## src/rtl/core/gobd_pkg.sv

```systemverilog
// ============================================================================
// gobd_pkg
// Shared widths, item codes and the request record for the outline dilation
// block.
// ============================================================================
package gobd_pkg;

    localparam int MAX_WIDTH = 256;

    localparam int CFG_W   = 9;
    localparam int PIX_W   = 8;
    localparam int ADDR_W  = $clog2(MAX_WIDTH);
    localparam int W_W     = $clog2(MAX_WIDTH + 1);
    localparam int COL_W   = $clog2(MAX_WIDTH + 3);
    localparam int DRAIN_W = $clog2(2 * MAX_WIDTH + 5);
    localparam int CSUM_W  = 10;
    localparam int BOX_W   = 12;
    localparam int LINE_W  = 2 * PIX_W;

    localparam logic [CFG_W-1:0] WIDTH_RESET = CFG_W'(16);
    localparam logic [PIX_W-1:0] ALPHA_MAX   = 8'hFF;

    localparam logic OP_PIXEL = 1'b0;
    localparam logic OP_DRAIN = 1'b1;

    typedef struct packed {
        logic              pixel;
        logic [PIX_W-1:0]  value;
        logic [ADDR_W-1:0] addr;
        logic              use_a;
        logic              use_b;
        logic              ge1;
        logic              ge2;
        logic              three;
        logic              row_end;
        logic              frame_end;
    } gobd_req_t;

endpackage

```

## src/rtl/core/gobd_ctrl.sv

```systemverilog
// ============================================================================
// gobd_ctrl
// Tracks width register, source column, completed rows and drain position;
// issues one line-buffer request per accepted item, none for mid-drain pixels.
// ============================================================================
module gobd_ctrl (
    input  logic                               aclk,
    input  logic                               aresetn,
    input  logic                               cfg_wr_en,
    input  logic [gobd_pkg::CFG_W-1:0]         cfg_wr_data,
    input  logic                               accept,
    input  logic                               in_op,
    input  logic [gobd_pkg::PIX_W-1:0]         in_value,
    output logic                               req_load,
    output gobd_pkg::gobd_req_t                req
);

    logic [gobd_pkg::CFG_W-1:0]   width_reg;
    logic [gobd_pkg::ADDR_W-1:0]  col_idx_reg, col_idx_next;
    logic [1:0]                   rows_reg, rows_next;
    logic [gobd_pkg::DRAIN_W-1:0] drain_reg, drain_next;

    logic [gobd_pkg::W_W-1:0]     w_eff;
    logic [gobd_pkg::COL_W-1:0]   w2;
    logic [gobd_pkg::COL_W-1:0]   col;
    logic [gobd_pkg::DRAIN_W-1:0] drain_off;
    logic                         pix_last;
    logic                         in_row0;
    logic                         in_img;
    logic                         end_row;

    always_comb begin
        if (width_reg == '0) begin
            w_eff = gobd_pkg::W_W'(1);
        end else if (32'(width_reg) > gobd_pkg::MAX_WIDTH) begin
            w_eff = gobd_pkg::W_W'(gobd_pkg::MAX_WIDTH);
        end else begin
            w_eff = gobd_pkg::W_W'(width_reg);
        end

        pix_last = (gobd_pkg::COL_W'(col_idx_reg) + gobd_pkg::COL_W'(1))
                   >= gobd_pkg::COL_W'(w_eff);
        w2        = gobd_pkg::COL_W'(w_eff) + gobd_pkg::COL_W'(2);
        in_row0   = drain_reg < gobd_pkg::DRAIN_W'(w2);
        drain_off = drain_reg - gobd_pkg::DRAIN_W'(w2);

        if (in_row0) begin
            col = drain_reg[gobd_pkg::COL_W-1:0];
        end else if (drain_off > gobd_pkg::DRAIN_W'(w2 - gobd_pkg::COL_W'(1))) begin
            col = w2 - gobd_pkg::COL_W'(1);
        end else begin
            col = drain_off[gobd_pkg::COL_W-1:0];
        end
        in_img  = col < gobd_pkg::COL_W'(w_eff);
        end_row = col == (w2 - gobd_pkg::COL_W'(1));

        req = '0;
        if (in_op == gobd_pkg::OP_PIXEL) begin
            req.pixel = 1'b1;
            req.value = in_value;
            req.addr  = col_idx_reg;
            req.use_a = rows_reg >= 2'd1;
            req.use_b = rows_reg >= 2'd2;
            req.ge1   = col_idx_reg >= gobd_pkg::ADDR_W'(1);
            req.ge2   = col_idx_reg >= gobd_pkg::ADDR_W'(2);
            req.three = pix_last;
        end else begin
            req.addr      = col[gobd_pkg::ADDR_W-1:0];
            req.use_a     = (rows_reg >= 2'd1) && in_img;
            req.use_b     = in_row0 && (rows_reg >= 2'd2) && in_img;
            req.ge1       = col >= gobd_pkg::COL_W'(1);
            req.ge2       = col >= gobd_pkg::COL_W'(2);
            req.row_end   = end_row;
            req.frame_end = !in_row0 && end_row;
        end

        req_load     = 1'b0;
        col_idx_next = col_idx_reg;
        rows_next    = rows_reg;
        drain_next   = drain_reg;
        if (accept) begin
            if (in_op == gobd_pkg::OP_PIXEL) begin
                if (drain_reg == '0) begin
                    req_load = 1'b1;
                    if (pix_last) begin
                        col_idx_next = '0;
                        if (rows_reg < 2'd2) begin
                            rows_next = rows_reg + 2'd1;
                        end
                    end else begin
                        col_idx_next = col_idx_reg + gobd_pkg::ADDR_W'(1);
                    end
                end
            end else begin
                req_load = 1'b1;
                if (!in_row0 && end_row) begin
                    col_idx_next = '0;
                    rows_next    = '0;
                    drain_next   = '0;
                end else begin
                    drain_next = drain_reg + gobd_pkg::DRAIN_W'(1);
                end
            end
        end
    end

    always_ff @(posedge aclk) begin
        if (!aresetn) begin
            width_reg   <= gobd_pkg::WIDTH_RESET;
            col_idx_reg <= '0;
            rows_reg    <= '0;
            drain_reg   <= '0;
        end else begin
            if (cfg_wr_en) begin
                width_reg <= cfg_wr_data;
            end
            col_idx_reg <= col_idx_next;
            rows_reg    <= rows_next;
            drain_reg   <= drain_next;
        end
    end

endmodule

```

## config.mk

```make
export PLATFORM = sky130hd
export DESIGN_NAME = gobd_ctrl
export DESIGN_NICKNAME = d
export VERILOG_FILES = /design/src/rtl/core/gobd_pkg.sv /design/src/rtl/core/gobd_ctrl.sv
export SDC_FILE = /design/constraint.sdc
export NUM_CORES = 1
export LEC_CHECK = 0
export ABC_AREA = 1
export ABC_CLOCK_PERIOD_IN_PS = 10200
export BUFFER_PORTS_ARGS = -buffer_cell sky130_fd_sc_hd__buf_2
export CORE_MARGIN = 3
export CORE_UTILIZATION = 40
export CTS_CLUSTER_SIZE = 25
export DETAILED_ROUTE_END_ITERATION = 7
export PLACE_DENSITY_LB_ADDON = 0.08
export SLEW_MARGIN = 20
export SYNTH_ARGS = -nofsm -noshare
export SYNTH_HDL_FRONTEND = slang
export SYNTH_SLANG_ARGS = --single-unit
```

## constraint.sdc

```tcl
create_clock -name aclk -period 10.2 [get_ports aclk]
set_clock_uncertainty 0.05 [all_clocks]
set_input_delay 0.51 -clock aclk [delete_from_list [all_inputs] [get_ports aclk]]
set_output_delay 0.51 -clock aclk [all_outputs]
set_load 0.05 [all_outputs]
```

== Word-level counts from Yosys, hierarchy flattened ==
Cells that the tools add are included.

* Register bits after elaboration: 29
* Bits in latches: 0
* Bits in writable memories: 0
* Bits in read-only memories: 0
* Output and inout bits: 25
* Memories kept: 0

* Add/subtract/negate cells: 8
* Multiply operators: 0
* Div/mod/pow operators: 0
* Magnitude comparators: 12
* Equal/unequal tests: 2
* Shifts and indexed selects: 0
* Multiplexer cells: 21
* Bitwise gates (word level): 0
* Reductions and logical operators: 13

{| class="wikitable"
|+ Operator list
! operator !! count
|-
| $mux W9 || 5
|-
| $mux W8 || 4
|-
| $mux W12 || 1
|-
| $mux W2 || 6
|-
| $add A10 B1 Y10 const B || 1
|-
| $gt A10 B10 Y1 || 1
|-
| $logic_not A10 Y1 || 1
|-
| $lt A10 B9 Y1 || 1
|-
| $mux W10 || 1
|-
| $sub A10 B9 Y10 || 1
|-
| $sub A9 B1 Y10 const B || 1
|-
| $add A8 B1 Y9 const B || 1
|-
| $add A9 B2 Y9 const B || 1
|-
| $eq A9 B9 Y1 || 1
|-
| $ge A9 B1 Y1 const B || 1
|-
| $ge A9 B2 Y1 const B || 1
|-
| $ge A9 B9 Y1 || 1
|-
| $gt A9 B9 Y1 const B || 1
|-
| $logic_not A9 Y1 || 1
|-
| $lt A9 B9 Y1 || 1
|-
| $sub A9 B1 Y9 const B || 1
|-
| $add A8 B1 Y8 const B || 1
|-
| $ge A8 B1 Y1 const B || 1
|-
| $ge A8 B2 Y1 const B || 1
|-
| 12 further kinds || 20
|}

== Depth between registers and ports, before layout ==
Gate-level depths: netlist of run 1.

* Depth after elaboration: 12
* Depth in mapped cells: 46

== Worst setup path after synthesis of run 1 ==
OpenSTA, ideal clock, no wires.

* Kind: reg-to-output
* Start: register width_reg[8] (netlist bit)
* End: output port req[5] (netlist bit)
* Arrival: 5.642 ns
* Required time: 9.640 ns
* Slack: 3.998 ns
* Cell stages (with the launch flop): 44
* Cells stage by stage: dfxtp_1 -> inv_4 -> buf_6 -> nand2_1 -> inv_1 -> ha_1 -> buf_2 -> nand4_1 -> inv_1 -> nand2_1 -> nand2_1 -> ha_1 -> nand2_1 -> o21bai_1 -> a21o_1 -> nand3_2 -> nand2_4 -> nand3_4 -> [... 8 more ...] -> nand2_2 -> nand2_1 -> o21ai_0 -> inv_1 -> nand2_1 -> nand2_1 -> ha_1 -> a21oi_1 -> o21bai_1 -> a21oi_1 -> o21bai_1 -> a21oi_1 -> o21bai_1 -> a21oi_1 -> nor2_1 -> o21ai_0 -> o21ai_0 -> a21oi_1

{| class="wikitable"
|+ RTL lines
! what !! RTL line !! RTL
|-
| from (decl) || gobd_ctrl.sv:18 || <nowiki>logic [gobd_pkg::CFG_W-1:0] width_reg;</nowiki>
|-
| from (signal assigned) || gobd_ctrl.sv:109 || <nowiki>width_reg <= gobd_pkg::WIDTH_RESET;</nowiki>
|-
| from (signal assigned) || gobd_ctrl.sv:115 || <nowiki>width_reg <= cfg_wr_data;</nowiki>
|-
| to (decl) || gobd_ctrl.sv:15 || <nowiki>output gobd_pkg::gobd_req_t req</nowiki>
|}

==> flow_results.xml, run 1 <==
<?xml version="1.0" encoding="UTF-8"?>
<metrics>
  <group name="status">
    <metric name="result_of_the_run" unit="">finished, final reports clean</metric>
  </group>
  <group name="setup_path">
    <metric name="worst-endpoint-arrival" unit="ps">6460</metric>
    <metric name="crit_path_start_kind" unit="">flip-flop</metric>
    <metric name="timing.critical_path.required" unit="ps">9640</metric>
    <metric name="critical_path_class" unit="">flip-flop to output port</metric>
    <metric name="reg2reg_slack" unit="ps">4070</metric>
    <metric name="timing.critical_path.fanout_max" unit="">18</metric>
    <metric name="worst_path_max_delay_cell" unit="">sky130_fd_sc_hd__ha_1</metric>
    <metric name="highest_cell_delay_on_the_worst_timing_path" unit="ps">370</metric>
    <metric name="crit_path_end_kind" unit="">output port</metric>
    <metric name="critPathMostFrequentCell" unit="">sky130_fd_sc_hd__nand2_1</metric>
  </group>
  <group name="drt">
    <metric name="drtPass1Iterations" unit="">5</metric>
    <metric name="drc_errors" unit="">0</metric>
    <metric name="drt_iter0_markers" unit="">280</metric>
    <metric name="postRouteAntennaNets" unit="">0</metric>
    <metric name="num_vias" unit="">4092</metric>
    <metric name="route.detailed.wl_per_inst" unit="um">14.9</metric>
    <metric name="avg_vias_per_cell" unit="">5.04</metric>
    <metric name="totalWireLength" unit="mm">12.1</metric>
  </group>
  <group name="sta">
    <metric name="max_slew_headroom" unit="%">51.5</metric>
    <metric name="worstMarginPinSlew" unit="ps">724</metric>
    <metric name="finalWorstPathRequiredPeriod" unit="ps">7020</metric>
    <metric name="finalHoldViolCount" unit="">0</metric>
    <metric name="setup-violations-final" unit="">0</metric>
    <metric name="number_of_slew_limit_violations_in_the_final_report" unit="">0</metric>
    <metric name="min_period_over_period" unit="%">68.8</metric>
    <metric name="setup_tns" unit="ps">0</metric>
    <metric name="max_freq" unit="GHz">0.143</metric>
    <metric name="worst_slack" unit="ps">3180</metric>
    <metric name="grt_setup_unrepaired" unit="">false</metric>
  </group>
  <group name="yosys">
    <metric name="netlist-cell-type-count" unit="">43</metric>
    <metric name="async_reset_ff_share" unit="%">0</metric>
    <metric name="synth.yosys.seq_area_share" unit="%">15.1</metric>
    <metric name="synth.net_count" unit="">708</metric>
    <metric name="yosys.area.top_type_share" unit="%">15.3</metric>
    <metric name="mappedNetlistArea" unit="um^2">3840</metric>
    <metric name="synth_edf_count" unit="">0</metric>
    <metric name="synth.area.top_cells" unit="">sky130_fd_sc_hd__nand2_1 15%, sky130_fd_sc_hd__dfxtp_1 15%, sky130_fd_sc_hd__ha_1 15%</metric>
    <metric name="yosys_warnings" unit="">0</metric>
    <metric name="synthesized_instance_count" unit="">639</metric>
    <metric name="ys_top_cells_by_count" unit="">156 x sky130_fd_sc_hd__nand2_1, 106 x sky130_fd_sc_hd__inv_1, 78 x sky130_fd_sc_hd__nor2_1</metric>
    <metric name="dominantRegCellSynth" unit="">sky130_fd_sc_hd__dfxtp_1</metric>
    <metric name="synth.most_common_cell" unit="">sky130_fd_sc_hd__nand2_1</metric>
    <metric name="syn-mean-instance-area" unit="um^2">6.01</metric>
    <metric name="synth_seq_cells" unit="">29</metric>
    <metric name="netlist.top_cell.by_area" unit="">sky130_fd_sc_hd__nand2_1</metric>
  </group>
  <group name="floorplanning">
    <metric name="coreArea" unit="um^2">9280</metric>
    <metric name="num_io_pins" unit="">47</metric>
    <metric name="chipHeight" unit="um">104</metric>
    <metric name="placementRows" unit="">35</metric>
    <metric name="die_w" unit="um">104</metric>
    <metric name="floorplan.initialDensity" unit="%">41.3</metric>
    <metric name="fp.dieArea" unit="um^2">10800</metric>
  </group>
  <group name="power_and_ir_drop">
    <metric name="cellLeakagePower" unit="nW">2.39</metric>
    <metric name="p_per_area" unit="nW/um^2">104</metric>
    <metric name="finalPower" unit="W">0.000444</metric>
    <metric name="irDropWorstVdd" unit="mV">0.0658</metric>
  </group>
  <group name="placed_design">
    <metric name="placed_area" unit="um^2">4170</metric>
    <metric name="gpl_wtd_cong" unit="">0.924</metric>
    <metric name="dpl.hpwl" unit="mm">10.0</metric>
    <metric name="portBuffers" unit="">46</metric>
    <metric name="place_worst_setup_slack" unit="ps">3600</metric>
  </group>
  <group name="cts">
    <metric name="cts_max_path_buffers" unit="">2</metric>
    <metric name="post_cts_setup_buffer_count" unit="">0</metric>
    <metric name="cts_made_buffers" unit="">5</metric>
    <metric name="clock_tree_from_tritoncts" unit="">yes</metric>
    <metric name="htree_num_levels" unit="">2</metric>
    <metric name="cts.sinks" unit="">29</metric>
    <metric name="ctsRootBufferMaster" unit="">sky130_fd_sc_hd__clkbuf_8</metric>
    <metric name="cts_hold_buffers" unit="">0</metric>
    <metric name="clkSlewWorstSetupHoldPaths" unit="ps">80</metric>
    <metric name="cts_resized" unit="">0</metric>
    <metric name="clock_latency" unit="ps">300</metric>
  </group>
  <group name="global_routing">
    <metric name="maximum_number_of_pins_on_one_net_before_global_route_repair" unit="">25</metric>
    <metric name="groute.usage.overall" unit="%">22.1</metric>
    <metric name="grt_pass1_vias" unit="">3763</metric>
    <metric name="wire_length_of_the_first_global_routing_pass" unit="mm">19.4</metric>
    <metric name="antenna_found_initial" unit="">0</metric>
    <metric name="grt_overflow_total" unit="">0</metric>
  </group>
  <group name="final_layout">
    <metric name="area.growth.synth_to_final" unit="%">11.7</metric>
    <metric name="antenna_cells" unit="">0</metric>
    <metric name="finalNetCount" unit="">751</metric>
    <metric name="number_of_flip_flops_under_the_largest_register_name" unit="">10</metric>
    <metric name="fin_area" unit="um^2">4290</metric>
    <metric name="final_layout_size_suffix_gt1_share" unit="%">13.3</metric>
  </group>
  <group name="hold_path">
    <metric name="hp-class" unit="">input port to flip-flop</metric>
  </group>
  <group name="run">
    <metric name="drv_cap" unit="">0</metric>
  </group>
</metrics>
kinds of logic (layout without fill, tap and decap cells):
family,Yosys count,count (layout),synth area share [%]
and+or+nand+nor,345,345,40.9
buffers and inverters,126,170,13.2
AOI/OAI and AO/OA,76,76,11.2
adders and majority gates,47,47,15.5
DFF,29,29,15.1
xor gates and xnor gates,16,16,4.14
area by class of cell:
type / count / area (um^2)
clock buffer: 5 / 68.8
clock inverter: 3 / 46.3
fill: 1026 / 5000
inverter: 115 / 439
multi-input combinational: 484 / 2750
sequential: 29 / 581
tap: 129 / 161
timing repair buffer: 47 / 238
path summary, 6_finish.rpt:
path                  start            to  cells after the start
max            width_reg[8]        req[5]                     41
min          cfg_wr_data[4]  width_reg[4]                      3
min reg2reg    width_reg[6]  width_reg[6]                      2
max reg2reg    width_reg[8]  drain_reg[7]                     39
where the power goes:
part	switching [W]	leakage (nW)	internal [W]
combinational	0.000129	2.10	0.0000584
clock	0.0000551	0.0543	0.0000731
sequential	0.00000882	0.238	0.000119
metrics by stage:
stage,hold slack [ps],util [%],instances
floorplan,412,-,639
global placement,446,44.9,804
detailed placement,447,44.9,804
CTS,365,46.2,812
global route,379,46.2,812
finish,372,46.2,812
critical path, delay by kind of cell (launching register included):
kind	cells	cell delay, ps
compound gates	14	1700
fa+ha+maj	4	1200
buf+inv	6	930
flops	1	350
simple gates	17	1960
layer usage:
| layer | track usage, % | vias to the layer above | wire length [um] | part of all wire (%) |
|---|---|---|---|---|
| met5 | 0 | - | 0 | 0 |
| met4 | 4.37 | 0 | 103 | 0.85 |
| met3 | 2.73 | 12 | 671 | 5.6 |
| met2 | 35.3 | 131 | 5260 | 44 |
| met1 | 32.0 | 1828 | 6040 | 50 |
| li1 | - | 2121 | - | - |
cells in the final DEF (no fill, tap or decap), types with 2 or more instances in the layout:
master | synthesis | routed
sky130_fd_sc_hd__o21ai_0 | 26 | 26
sky130_fd_sc_hd__buf_2 | 2 | 46
sky130_fd_sc_hd__nand3_1 | 63 | 63
sky130_fd_sc_hd__nand3_4 | 2 | 2
sky130_fd_sc_hd__nor2_2 | 5 | 5
sky130_fd_sc_hd__nand2_2 | 6 | 6
sky130_fd_sc_hd__nand2_4 | 3 | 3
sky130_fd_sc_hd__o21bai_1 | 6 | 6
sky130_fd_sc_hd__ha_1 | 46 | 46
sky130_fd_sc_hd__dfxtp_1 | 29 | 29
sky130_fd_sc_hd__nand4_1 | 13 | 13
sky130_fd_sc_hd__nor3_1 | 7 | 7
sky130_fd_sc_hd__clkinv_4 | 1 | 2
sky130_fd_sc_hd__or2_2 | 2 | 2
sky130_fd_sc_hd__inv_1 | 106 | 106
sky130_fd_sc_hd__o211ai_1 | 2 | 2
sky130_fd_sc_hd__nand3_2 | 4 | 4
sky130_fd_sc_hd__clkbuf_8 | 0 | 5
sky130_fd_sc_hd__nor2_1 | 78 | 78
sky130_fd_sc_hd__xnor2_1 | 4 | 4
sky130_fd_sc_hd__o21ai_1 | 11 | 11
sky130_fd_sc_hd__xor2_1 | 11 | 11
sky130_fd_sc_hd__inv_2 | 7 | 7
sky130_fd_sc_hd__a21oi_1 | 25 | 25
sky130_fd_sc_hd__nand2_1 | 156 | 156
No activity file was read; power rests on OpenSTA's default activity.
==> run 2, diff against run 1 <==
ABC_AREA = 0   (was 1)
ABC_CLOCK_PERIOD_IN_PS = 6500   (was 10200)
clock period = 6.5 ns   (was 10.2 ns; I/O delays follow)
==> flow_results.xml, run 2 <==
<?xml version="1.0" encoding="UTF-8"?>
<metrics>
  <group name="final_layout">
    <metric name="reg_area" unit="um^2">592</metric>
    <metric name="number_of_flip_flops_under_the_largest_register_name" unit="">10</metric>
    <metric name="multi_input_area" unit="um^2">3380</metric>
    <metric name="utilization" unit="%">52.8</metric>
    <metric name="area.growth.synth_to_final" unit="%">25.7</metric>
    <metric name="final_layout_size_suffix_gt1_share" unit="%">29.4</metric>
    <metric name="layout.cells.most_common_list" unit="">44 x sky130_fd_sc_hd__buf_2, 43 x sky130_fd_sc_hd__ha_1, 42 x sky130_fd_sc_hd__buf_4</metric>
    <metric name="filler_cell_count" unit="">972</metric>
    <metric name="antenna_cells" unit="">0</metric>
    <metric name="finalNetCount" unit="">640</metric>
    <metric name="layout_commonest_cell" unit="">sky130_fd_sc_hd__buf_2</metric>
  </group>
  <group name="yosys">
    <metric name="netlist-cell-type-count" unit="">84</metric>
    <metric name="yosys_warnings" unit="">0</metric>
    <metric name="async_reset_ff_share" unit="%">0</metric>
    <metric name="synth_simple_gate_area_share" unit="%">24.9</metric>
    <metric name="synth_seq_cells" unit="">29</metric>
    <metric name="yosys.area_share.xor_xnor" unit="%">10.0</metric>
    <metric name="dominantRegCellSynth" unit="">sky130_fd_sc_hd__dfxtp_1</metric>
    <metric name="synth_compound_area_share" unit="%">20.3</metric>
    <metric name="largest_family_of_logic_cells_by_synthesized_area" unit="">simple AND/OR/NAND/NOR gates</metric>
    <metric name="syn-mean-instance-area" unit="um^2">7.98</metric>
    <metric name="synth_adder_area_share" unit="%">15.5</metric>
    <metric name="yosys.area.top_type_share" unit="%">14.6</metric>
    <metric name="post_synth_mux_area_share" unit="%">8.38</metric>
    <metric name="synth.area.top_cells" unit="">sky130_fd_sc_hd__dfxtp_1 15%, sky130_fd_sc_hd__ha_1 14%, sky130_fd_sc_hd__xnor2_1 7.3%</metric>
    <metric name="synthesized_instance_count" unit="">498</metric>
    <metric name="synth.net_count" unit="">567</metric>
    <metric name="synth_edf_count" unit="">0</metric>
    <metric name="synth.yosys.seq_area_share" unit="%">14.6</metric>
    <metric name="ys_top_cells_by_count" unit="">46 x sky130_fd_sc_hd__ha_1, 38 x sky130_fd_sc_hd__nor2_1, 37 x sky130_fd_sc_hd__nand2_1</metric>
    <metric name="synth.most_common_cell" unit="">sky130_fd_sc_hd__ha_1</metric>
    <metric name="mappedNetlistArea" unit="um^2">3970</metric>
    <metric name="netlist.top_cell.by_area" unit="">sky130_fd_sc_hd__dfxtp_1</metric>
  </group>
  <group name="hold_path">
    <metric name="hp-class" unit="">input port to flip-flop</metric>
    <metric name="worst_hold_path.num_cells" unit="">3</metric>
    <metric name="worstHoldStart" unit="">cfg_wr_data[4]</metric>
  </group>
  <group name="sta">
    <metric name="finalWorstPathRequiredPeriod" unit="ps">6470</metric>
    <metric name="max_freq" unit="GHz">0.155</metric>
    <metric name="worst_slack" unit="ps">33.8</metric>
    <metric name="max_slew_headroom" unit="%">60.4</metric>
    <metric name="setup_tns" unit="ps">0</metric>
    <metric name="min_period_over_period" unit="%">99.5</metric>
    <metric name="setup-violations-final" unit="">0</metric>
    <metric name="grt_setup_unrepaired" unit="">true</metric>
    <metric name="number_of_slew_limit_violations_in_the_final_report" unit="">0</metric>
    <metric name="finalHoldWorstSlack" unit="ps">244</metric>
    <metric name="worstMarginPinSlew" unit="ps">594</metric>
    <metric name="finalHoldViolCount" unit="">0</metric>
  </group>
  <group name="setup_path">
    <metric name="worst_path_max_delay_cell" unit="">sky130_fd_sc_hd__dfxtp_4</metric>
    <metric name="crit_path_start_kind" unit="">flip-flop</metric>
    <metric name="timing.critical_path.required" unit="ps">6120</metric>
    <metric name="reg2reg_depth" unit="">23</metric>
    <metric name="timing.critical_path.buf_inv" unit="">5</metric>
    <metric name="worst-endpoint-arrival" unit="ps">6090</metric>
    <metric name="kind_of_cell_adding_the_most_delay_to_the_critical_path" unit="">compound AO/OA/AOI/OAI gates</metric>
    <metric name="reg2reg_slack" unit="ps">800</metric>
    <metric name="worst-path-stages" unit="">32</metric>
    <metric name="timing.critical_path.fanout_max" unit="">7</metric>
    <metric name="critical_path_class" unit="">flip-flop to output port</metric>
    <metric name="critPathMostFrequentCell" unit="">sky130_fd_sc_hd__o21a_1</metric>
    <metric name="crit_path_end_kind" unit="">output port</metric>
    <metric name="timing.critical_path.from" unit="">width_reg[8]</metric>
    <metric name="highest_cell_delay_on_the_worst_timing_path" unit="ps">380</metric>
    <metric name="rr_startpoint" unit="">width_reg[8]</metric>
  </group>
  <group name="drt">
    <metric name="drt_iter0_markers" unit="">191</metric>
    <metric name="route.detailed.wl_per_inst" unit="um">17.2</metric>
    <metric name="drc_errors" unit="">0</metric>
    <metric name="avg_vias_per_cell" unit="">5.50</metric>
    <metric name="drtPass1Iterations" unit="">4</metric>
    <metric name="postRouteAntennaNets" unit="">0</metric>
    <metric name="totalWireLength" unit="mm">12.0</metric>
    <metric name="num_vias" unit="">3854</metric>
  </group>
  <group name="global_routing">
    <metric name="groute.usage.overall" unit="%">21.3</metric>
    <metric name="wire_length_of_the_first_global_routing_pass" unit="mm">19.3</metric>
    <metric name="grt_overflow_total" unit="">0</metric>
    <metric name="grt_pass1_vias" unit="">3697</metric>
    <metric name="antenna_found_initial" unit="">0</metric>
    <metric name="maximum_number_of_pins_on_one_net_before_global_route_repair" unit="">33</metric>
  </group>
  <group name="floorplanning">
    <metric name="placementRows" unit="">35</metric>
    <metric name="die_w" unit="um">106</metric>
    <metric name="chipHeight" unit="um">106</metric>
    <metric name="num_io_pins" unit="">47</metric>
    <metric name="floorplan.initialDensity" unit="%">42.0</metric>
    <metric name="coreArea" unit="um^2">9460</metric>
    <metric name="fp.dieArea" unit="um^2">11200</metric>
  </group>
  <group name="cts">
    <metric name="htree_num_levels" unit="">2</metric>
    <metric name="cts_hold_buffers" unit="">0</metric>
    <metric name="cts.sinks" unit="">29</metric>
    <metric name="clkSlewWorstSetupHoldPaths" unit="ps">70</metric>
    <metric name="clock_tree_from_tritoncts" unit="">yes</metric>
    <metric name="cts_made_buffers" unit="">5</metric>
    <metric name="clock_latency" unit="ps">280</metric>
    <metric name="cts_max_path_buffers" unit="">2</metric>
    <metric name="ctsRootBufferMaster" unit="">sky130_fd_sc_hd__clkbuf_8</metric>
  </group>
  <group name="status">
    <metric name="result_of_the_run" unit="">finished, final reports clean</metric>
  </group>
  <group name="power_and_ir_drop">
    <metric name="p_per_area" unit="nW/um^2">136</metric>
    <metric name="cellLeakagePower" unit="nW">2.20</metric>
    <metric name="irDropWorstVdd" unit="mV">0.0759</metric>
  </group>
  <group name="placed_design">
    <metric name="portBuffers" unit="">46</metric>
    <metric name="dpl.hpwl" unit="mm">9.46</metric>
    <metric name="gpl_wtd_cong" unit="">0.850</metric>
    <metric name="place_worst_setup_slack" unit="ps">23.2</metric>
  </group>
  <group name="run">
    <metric name="drv_cap" unit="">0</metric>
  </group>
</metrics>
[run 2: cell types whose count changed in the layout (fill, tap and decap cells not counted), moves of 10 or more]
cell                      change
sky130_fd_sc_hd__nor2_1      -42
sky130_fd_sc_hd__xnor2_1     +26
sky130_fd_sc_hd__nor2b_1     +25
sky130_fd_sc_hd__a21oi_1     -13
sky130_fd_sc_hd__a41oi_1     +10
sky130_fd_sc_hd__nand2_1    -119
sky130_fd_sc_hd__nand3_1     -50
sky130_fd_sc_hd__buf_4       +41
sky130_fd_sc_hd__o21ai_0     -16
sky130_fd_sc_hd__mux2i_1     +24
sky130_fd_sc_hd__inv_1       -72
[run 2: per-stage QoR]
step | instance area [um^2] | total power (W) | cells
after global routing | 4990 | 0.000719 | 701
after CTS | 4720 | 0.000659 | 687
after global placement | 4510 | 0.000449 | 675
after detailed placement | 4510 | 0.000452 | 675
after floorplan | 4030 | 0.000383 | 498
final | 4990 | 0.000678 | 701
[run 2: path summary, 6_finish.rpt]
check	end
worst max-delay path	req[5]
worst min-delay path	width_reg[4]
worst max register to register	drain_reg[6]
worst min register to register	rows_reg[0]
[run 2: where the power goes]
part	internal [W]	switching (W)
combinational	0.000119	0.000167
clock	0.000125	0.0000749
sequential	0.000183	0.00000956
[run 2: per-layer routing]
| metal | GRT usage, % | wire length [um] |
|---|---|---|
| met4 | 5.92 | 210 |
| met5 | 0 | 0 |
| met2 | 35.6 | 5830 |
| met1 | 28.3 | 5650 |
| met3 | 3.55 | 359 |
[run 2: area by class of cell]
| type | count | area share [%] |
|---|---|---|
| repair buffers | 91 | 12.0 |
| inverters | 38 | 2.86 |
| well taps | 129 | 3.23 |
| multi-input cells | 406 | 67.7 |
| clock buffers | 7 | 1.73 |
| flip-flops and latches | 29 | 11.9 |
| clock inverters | 1 | 0.601 |
[run 2: worst min-delay path, delay by kind of cell]
family	cells	cell delay, ps
buf+inv	1	80
mux	1	60
simple gates	1	70
[run 2: cells by family (layout without fill, tap and decap cells)]
group | after synthesis | in the layout
compound gates | 101 | 101
mux | 32 | 32
fa+ha+maj | 49 | 49
simple gates | 181 | 181
flops | 29 | 29
buf+inv | 63 | 137
xor+xnor | 43 | 43
[run 2: timing repair]
| item | in CTS | in global routing |
|---|---|---|
| cloned | 0 | 0 |
| buffers inserted | 4 | 14 |
| setup endpoints to repair | 3 | 4 |
| resized for setup | 15 | 31 |
| pin swaps | 4 | 37 |
==> run 3, diff against run 2 <==
ABC_CLOCK_PERIOD_IN_PS = 7800   (was 6500)
RECOVER_POWER = 100   (was not set)
clock period = 7.8 ns   (was 6.5 ns; I/O delays follow)
==> flow_results.xml, run 3 (synthesis gave the netlist of run 2 again) <==
<?xml version="1.0" encoding="UTF-8"?>
<metrics>
  <group name="status">
    <metric name="result_of_the_run" unit="">finished, final reports clean</metric>
  </group>
  <group name="cts">
    <metric name="ctsRootBufferMaster" unit="">sky130_fd_sc_hd__clkbuf_8</metric>
    <metric name="cts.sinks" unit="">29</metric>
    <metric name="cts_hold_buffers" unit="">0</metric>
    <metric name="clock_tree_from_tritoncts" unit="">yes</metric>
    <metric name="clock_latency" unit="ps">300</metric>
    <metric name="cts_made_buffers" unit="">5</metric>
    <metric name="htree_num_levels" unit="">2</metric>
    <metric name="clkSlewWorstSetupHoldPaths" unit="ps">70</metric>
    <metric name="cts_max_path_buffers" unit="">2</metric>
  </group>
  <group name="setup_path">
    <metric name="crit_path_start_kind" unit="">flip-flop</metric>
    <metric name="worst_path_max_delay_cell" unit="">sky130_fd_sc_hd__dfxtp_1</metric>
    <metric name="highest_cell_delay_on_the_worst_timing_path" unit="ps">560</metric>
    <metric name="timing.critical_path.required" unit="ps">7360</metric>
    <metric name="timing.critical_path.fanout_max" unit="">12</metric>
    <metric name="crit_path_end_kind" unit="">output port</metric>
    <metric name="critPathMostFrequentCell" unit="">sky130_fd_sc_hd__o21a_1</metric>
    <metric name="critical_path_class" unit="">flip-flop to output port</metric>
    <metric name="worst-endpoint-arrival" unit="ps">6930</metric>
  </group>
  <group name="floorplanning">
    <metric name="floorplan.initialDensity" unit="%">42.0</metric>
    <metric name="fp.dieArea" unit="um^2">11200</metric>
    <metric name="coreArea" unit="um^2">9460</metric>
    <metric name="num_io_pins" unit="">47</metric>
    <metric name="chipHeight" unit="um">106</metric>
    <metric name="die_w" unit="um">106</metric>
    <metric name="placementRows" unit="">35</metric>
  </group>
  <group name="run">
    <metric name="drv_cap" unit="">0</metric>
  </group>
  <group name="placed_design">
    <metric name="portBuffers" unit="">46</metric>
    <metric name="dpl.hpwl" unit="mm">9.12</metric>
    <metric name="gpl_wtd_cong" unit="">0.912</metric>
  </group>
  <group name="drt">
    <metric name="route.detailed.wl_per_inst" unit="um">17.2</metric>
    <metric name="num_vias" unit="">3705</metric>
    <metric name="drtPass1Iterations" unit="">5</metric>
    <metric name="drt_iter0_markers" unit="">168</metric>
    <metric name="avg_vias_per_cell" unit="">5.61</metric>
    <metric name="postRouteAntennaNets" unit="">0</metric>
    <metric name="drc_errors" unit="">0</metric>
    <metric name="totalWireLength" unit="mm">11.4</metric>
  </group>
  <group name="power_and_ir_drop">
    <metric name="cellLeakagePower" unit="nW">1.86</metric>
    <metric name="net-switching-power" unit="W">0.000197</metric>
    <metric name="power_frac_seq" unit="%">30.4</metric>
    <metric name="finalPower" unit="W">0.000529</metric>
    <metric name="irDropWorstVdd" unit="mV">0.0663</metric>
    <metric name="p_per_area" unit="nW/um^2">121</metric>
    <metric name="internal_power" unit="W">0.000332</metric>
    <metric name="power_frac_clock" unit="%">31.6</metric>
    <metric name="power.share.switching" unit="%">37.3</metric>
    <metric name="pwr-share-comb" unit="%">38.0</metric>
  </group>
  <group name="final_layout">
    <metric name="final_layout_size_suffix_gt1_share" unit="%">12.8</metric>
    <metric name="antenna_cells" unit="">0</metric>
    <metric name="number_of_flip_flops_under_the_largest_register_name" unit="">10</metric>
    <metric name="filler_cell_count" unit="">983</metric>
    <metric name="layout_commonest_cell" unit="">sky130_fd_sc_hd__ha_1</metric>
    <metric name="finalNetCount" unit="">600</metric>
    <metric name="area.growth.synth_to_final" unit="%">9.98</metric>
    <metric name="utilization" unit="%">46.2</metric>
    <metric name="layout.cells.most_common_list" unit="">45 x sky130_fd_sc_hd__ha_1, 38 x sky130_fd_sc_hd__nor2_1, 37 x sky130_fd_sc_hd__nand2_1</metric>
  </group>
  <group name="sta">
    <metric name="worstMarginPinSlew" unit="ps">1330</metric>
    <metric name="finalHoldWorstSlack" unit="ps">270</metric>
    <metric name="setup-violations-final" unit="">0</metric>
    <metric name="grt_setup_unrepaired" unit="">false</metric>
    <metric name="min_period_over_period" unit="%">94.5</metric>
    <metric name="max_slew_headroom" unit="%">11.3</metric>
    <metric name="number_of_slew_limit_violations_in_the_final_report" unit="">0</metric>
    <metric name="finalWorstPathRequiredPeriod" unit="ps">7370</metric>
    <metric name="max_freq" unit="GHz">0.136</metric>
    <metric name="finalHoldViolCount" unit="">0</metric>
    <metric name="setup_tns" unit="ps">0</metric>
  </group>
  <group name="global_routing">
    <metric name="antenna_found_initial" unit="">0</metric>
    <metric name="groute.usage.overall" unit="%">20.5</metric>
    <metric name="maximum_number_of_pins_on_one_net_before_global_route_repair" unit="">33</metric>
    <metric name="grt_overflow_total" unit="">0</metric>
    <metric name="wire_length_of_the_first_global_routing_pass" unit="mm">18.5</metric>
    <metric name="grt_pass1_vias" unit="">3695</metric>
  </group>
  <group name="hold_path">
    <metric name="hp-class" unit="">input port to flip-flop</metric>
  </group>
</metrics>
-- run 3: cell count changes in the layout (fill, tap and decap cells not counted), moves of 4 or more --
| cell | before | now |
|---|---|---|
| sky130_fd_sc_hd__buf_4 | 42 | 5 |
| sky130_fd_sc_hd__buf_2 | 44 | 22 |
| sky130_fd_sc_hd__buf_6 | 4 | 0 |
| sky130_fd_sc_hd__dfxtp_1 | 24 | 29 |
| sky130_fd_sc_hd__clkbuf_1 | 1 | 24 |
| sky130_fd_sc_hd__a21oi_1 | 12 | 16 |
-- run 3: power by group through the flow --
| stage | Sequential [W] | Combinational, W | Clock (W) |
|---|---|---|---|
| floorplan | 0.000161 | 0.000156 | 0 |
| global placement | 0.000164 | 0.000200 | 0 |
| detailed placement | 0.000164 | 0.000200 | 0 |
| CTS | 0.000161 | 0.000201 | 0.000171 |
| global route | 0.000162 | 0.000221 | 0.000174 |
| finish | 0.000161 | 0.000201 | 0.000167 |
-- run 3: repair_timing --
action | in CTS | in global routing
resized for setup | 0 | 1
buffers inserted | 0 | 2
setup endpoints to repair | 0 | 2
-- run 3: path summary, 6_finish.rpt --
kind | startpoint | endpoint | slack (ps) | cells after the start
max | width_reg[8] | req[6] | 430 | 30
min | cfg_wr_data[4] | width_reg[4] | 270 | 3
max reg2reg | width_reg[8] | col_idx_reg[4] | 910 | 23
min reg2reg | drain_reg[0] | drain_reg[0] | 500 | 2
-- run 3: metal layers --
layer	share of wire, %	routed length, um	global-route usage [%]	vias up
li1	-	-	-	1852
met2	47	5340	34.5	94
met5	0	0	0	-
met1	47	5310	26.8	1739
met4	1.8	203	5.37	0
met3	4.7	535	3.61	20
-- run 3: area by class of cell --
| cell class | instances | area, um^2 | share of cell area [%] |
|---|---|---|---|
| Tap cell | 129 | 161 | 3.69 |
| Clock buffer | 7 | 86.3 | 1.98 |
| Sequential cell | 29 | 581 | 13.3 |
| Clock inverter | 1 | 30.0 | 0.687 |
| Multi-Input combinational cell | 406 | 3130 | 71.6 |
| Inverter | 38 | 143 | 3.26 |
| Timing Repair Buffer | 51 | 239 | 5.47 |
-- run 3: stage by stage --
step	setup WS, ps	instances	instance area [um^2]
5_1_grt	14.9	661	4370
6_report	430	661	4370
3_5_place_dp	549	651	4290
2_1_floorplan	131	498	3970
4_1_cts	211	659	4400
3_3_place_gp	715	651	4290
-- run 3: worst max-delay path: cells and delay by family (launching register included) --
kind | cells | cell delay [ps]
AOI/OAI and AO/OA | 15 | 2360
xor gates and xnor gates | 2 | 290
adders and majority gates | 6 | 2040
buffers and inverters | 3 | 670
DFF | 1 | 560
muxes | 2 | 400
and+or+nand+nor | 2 | 280
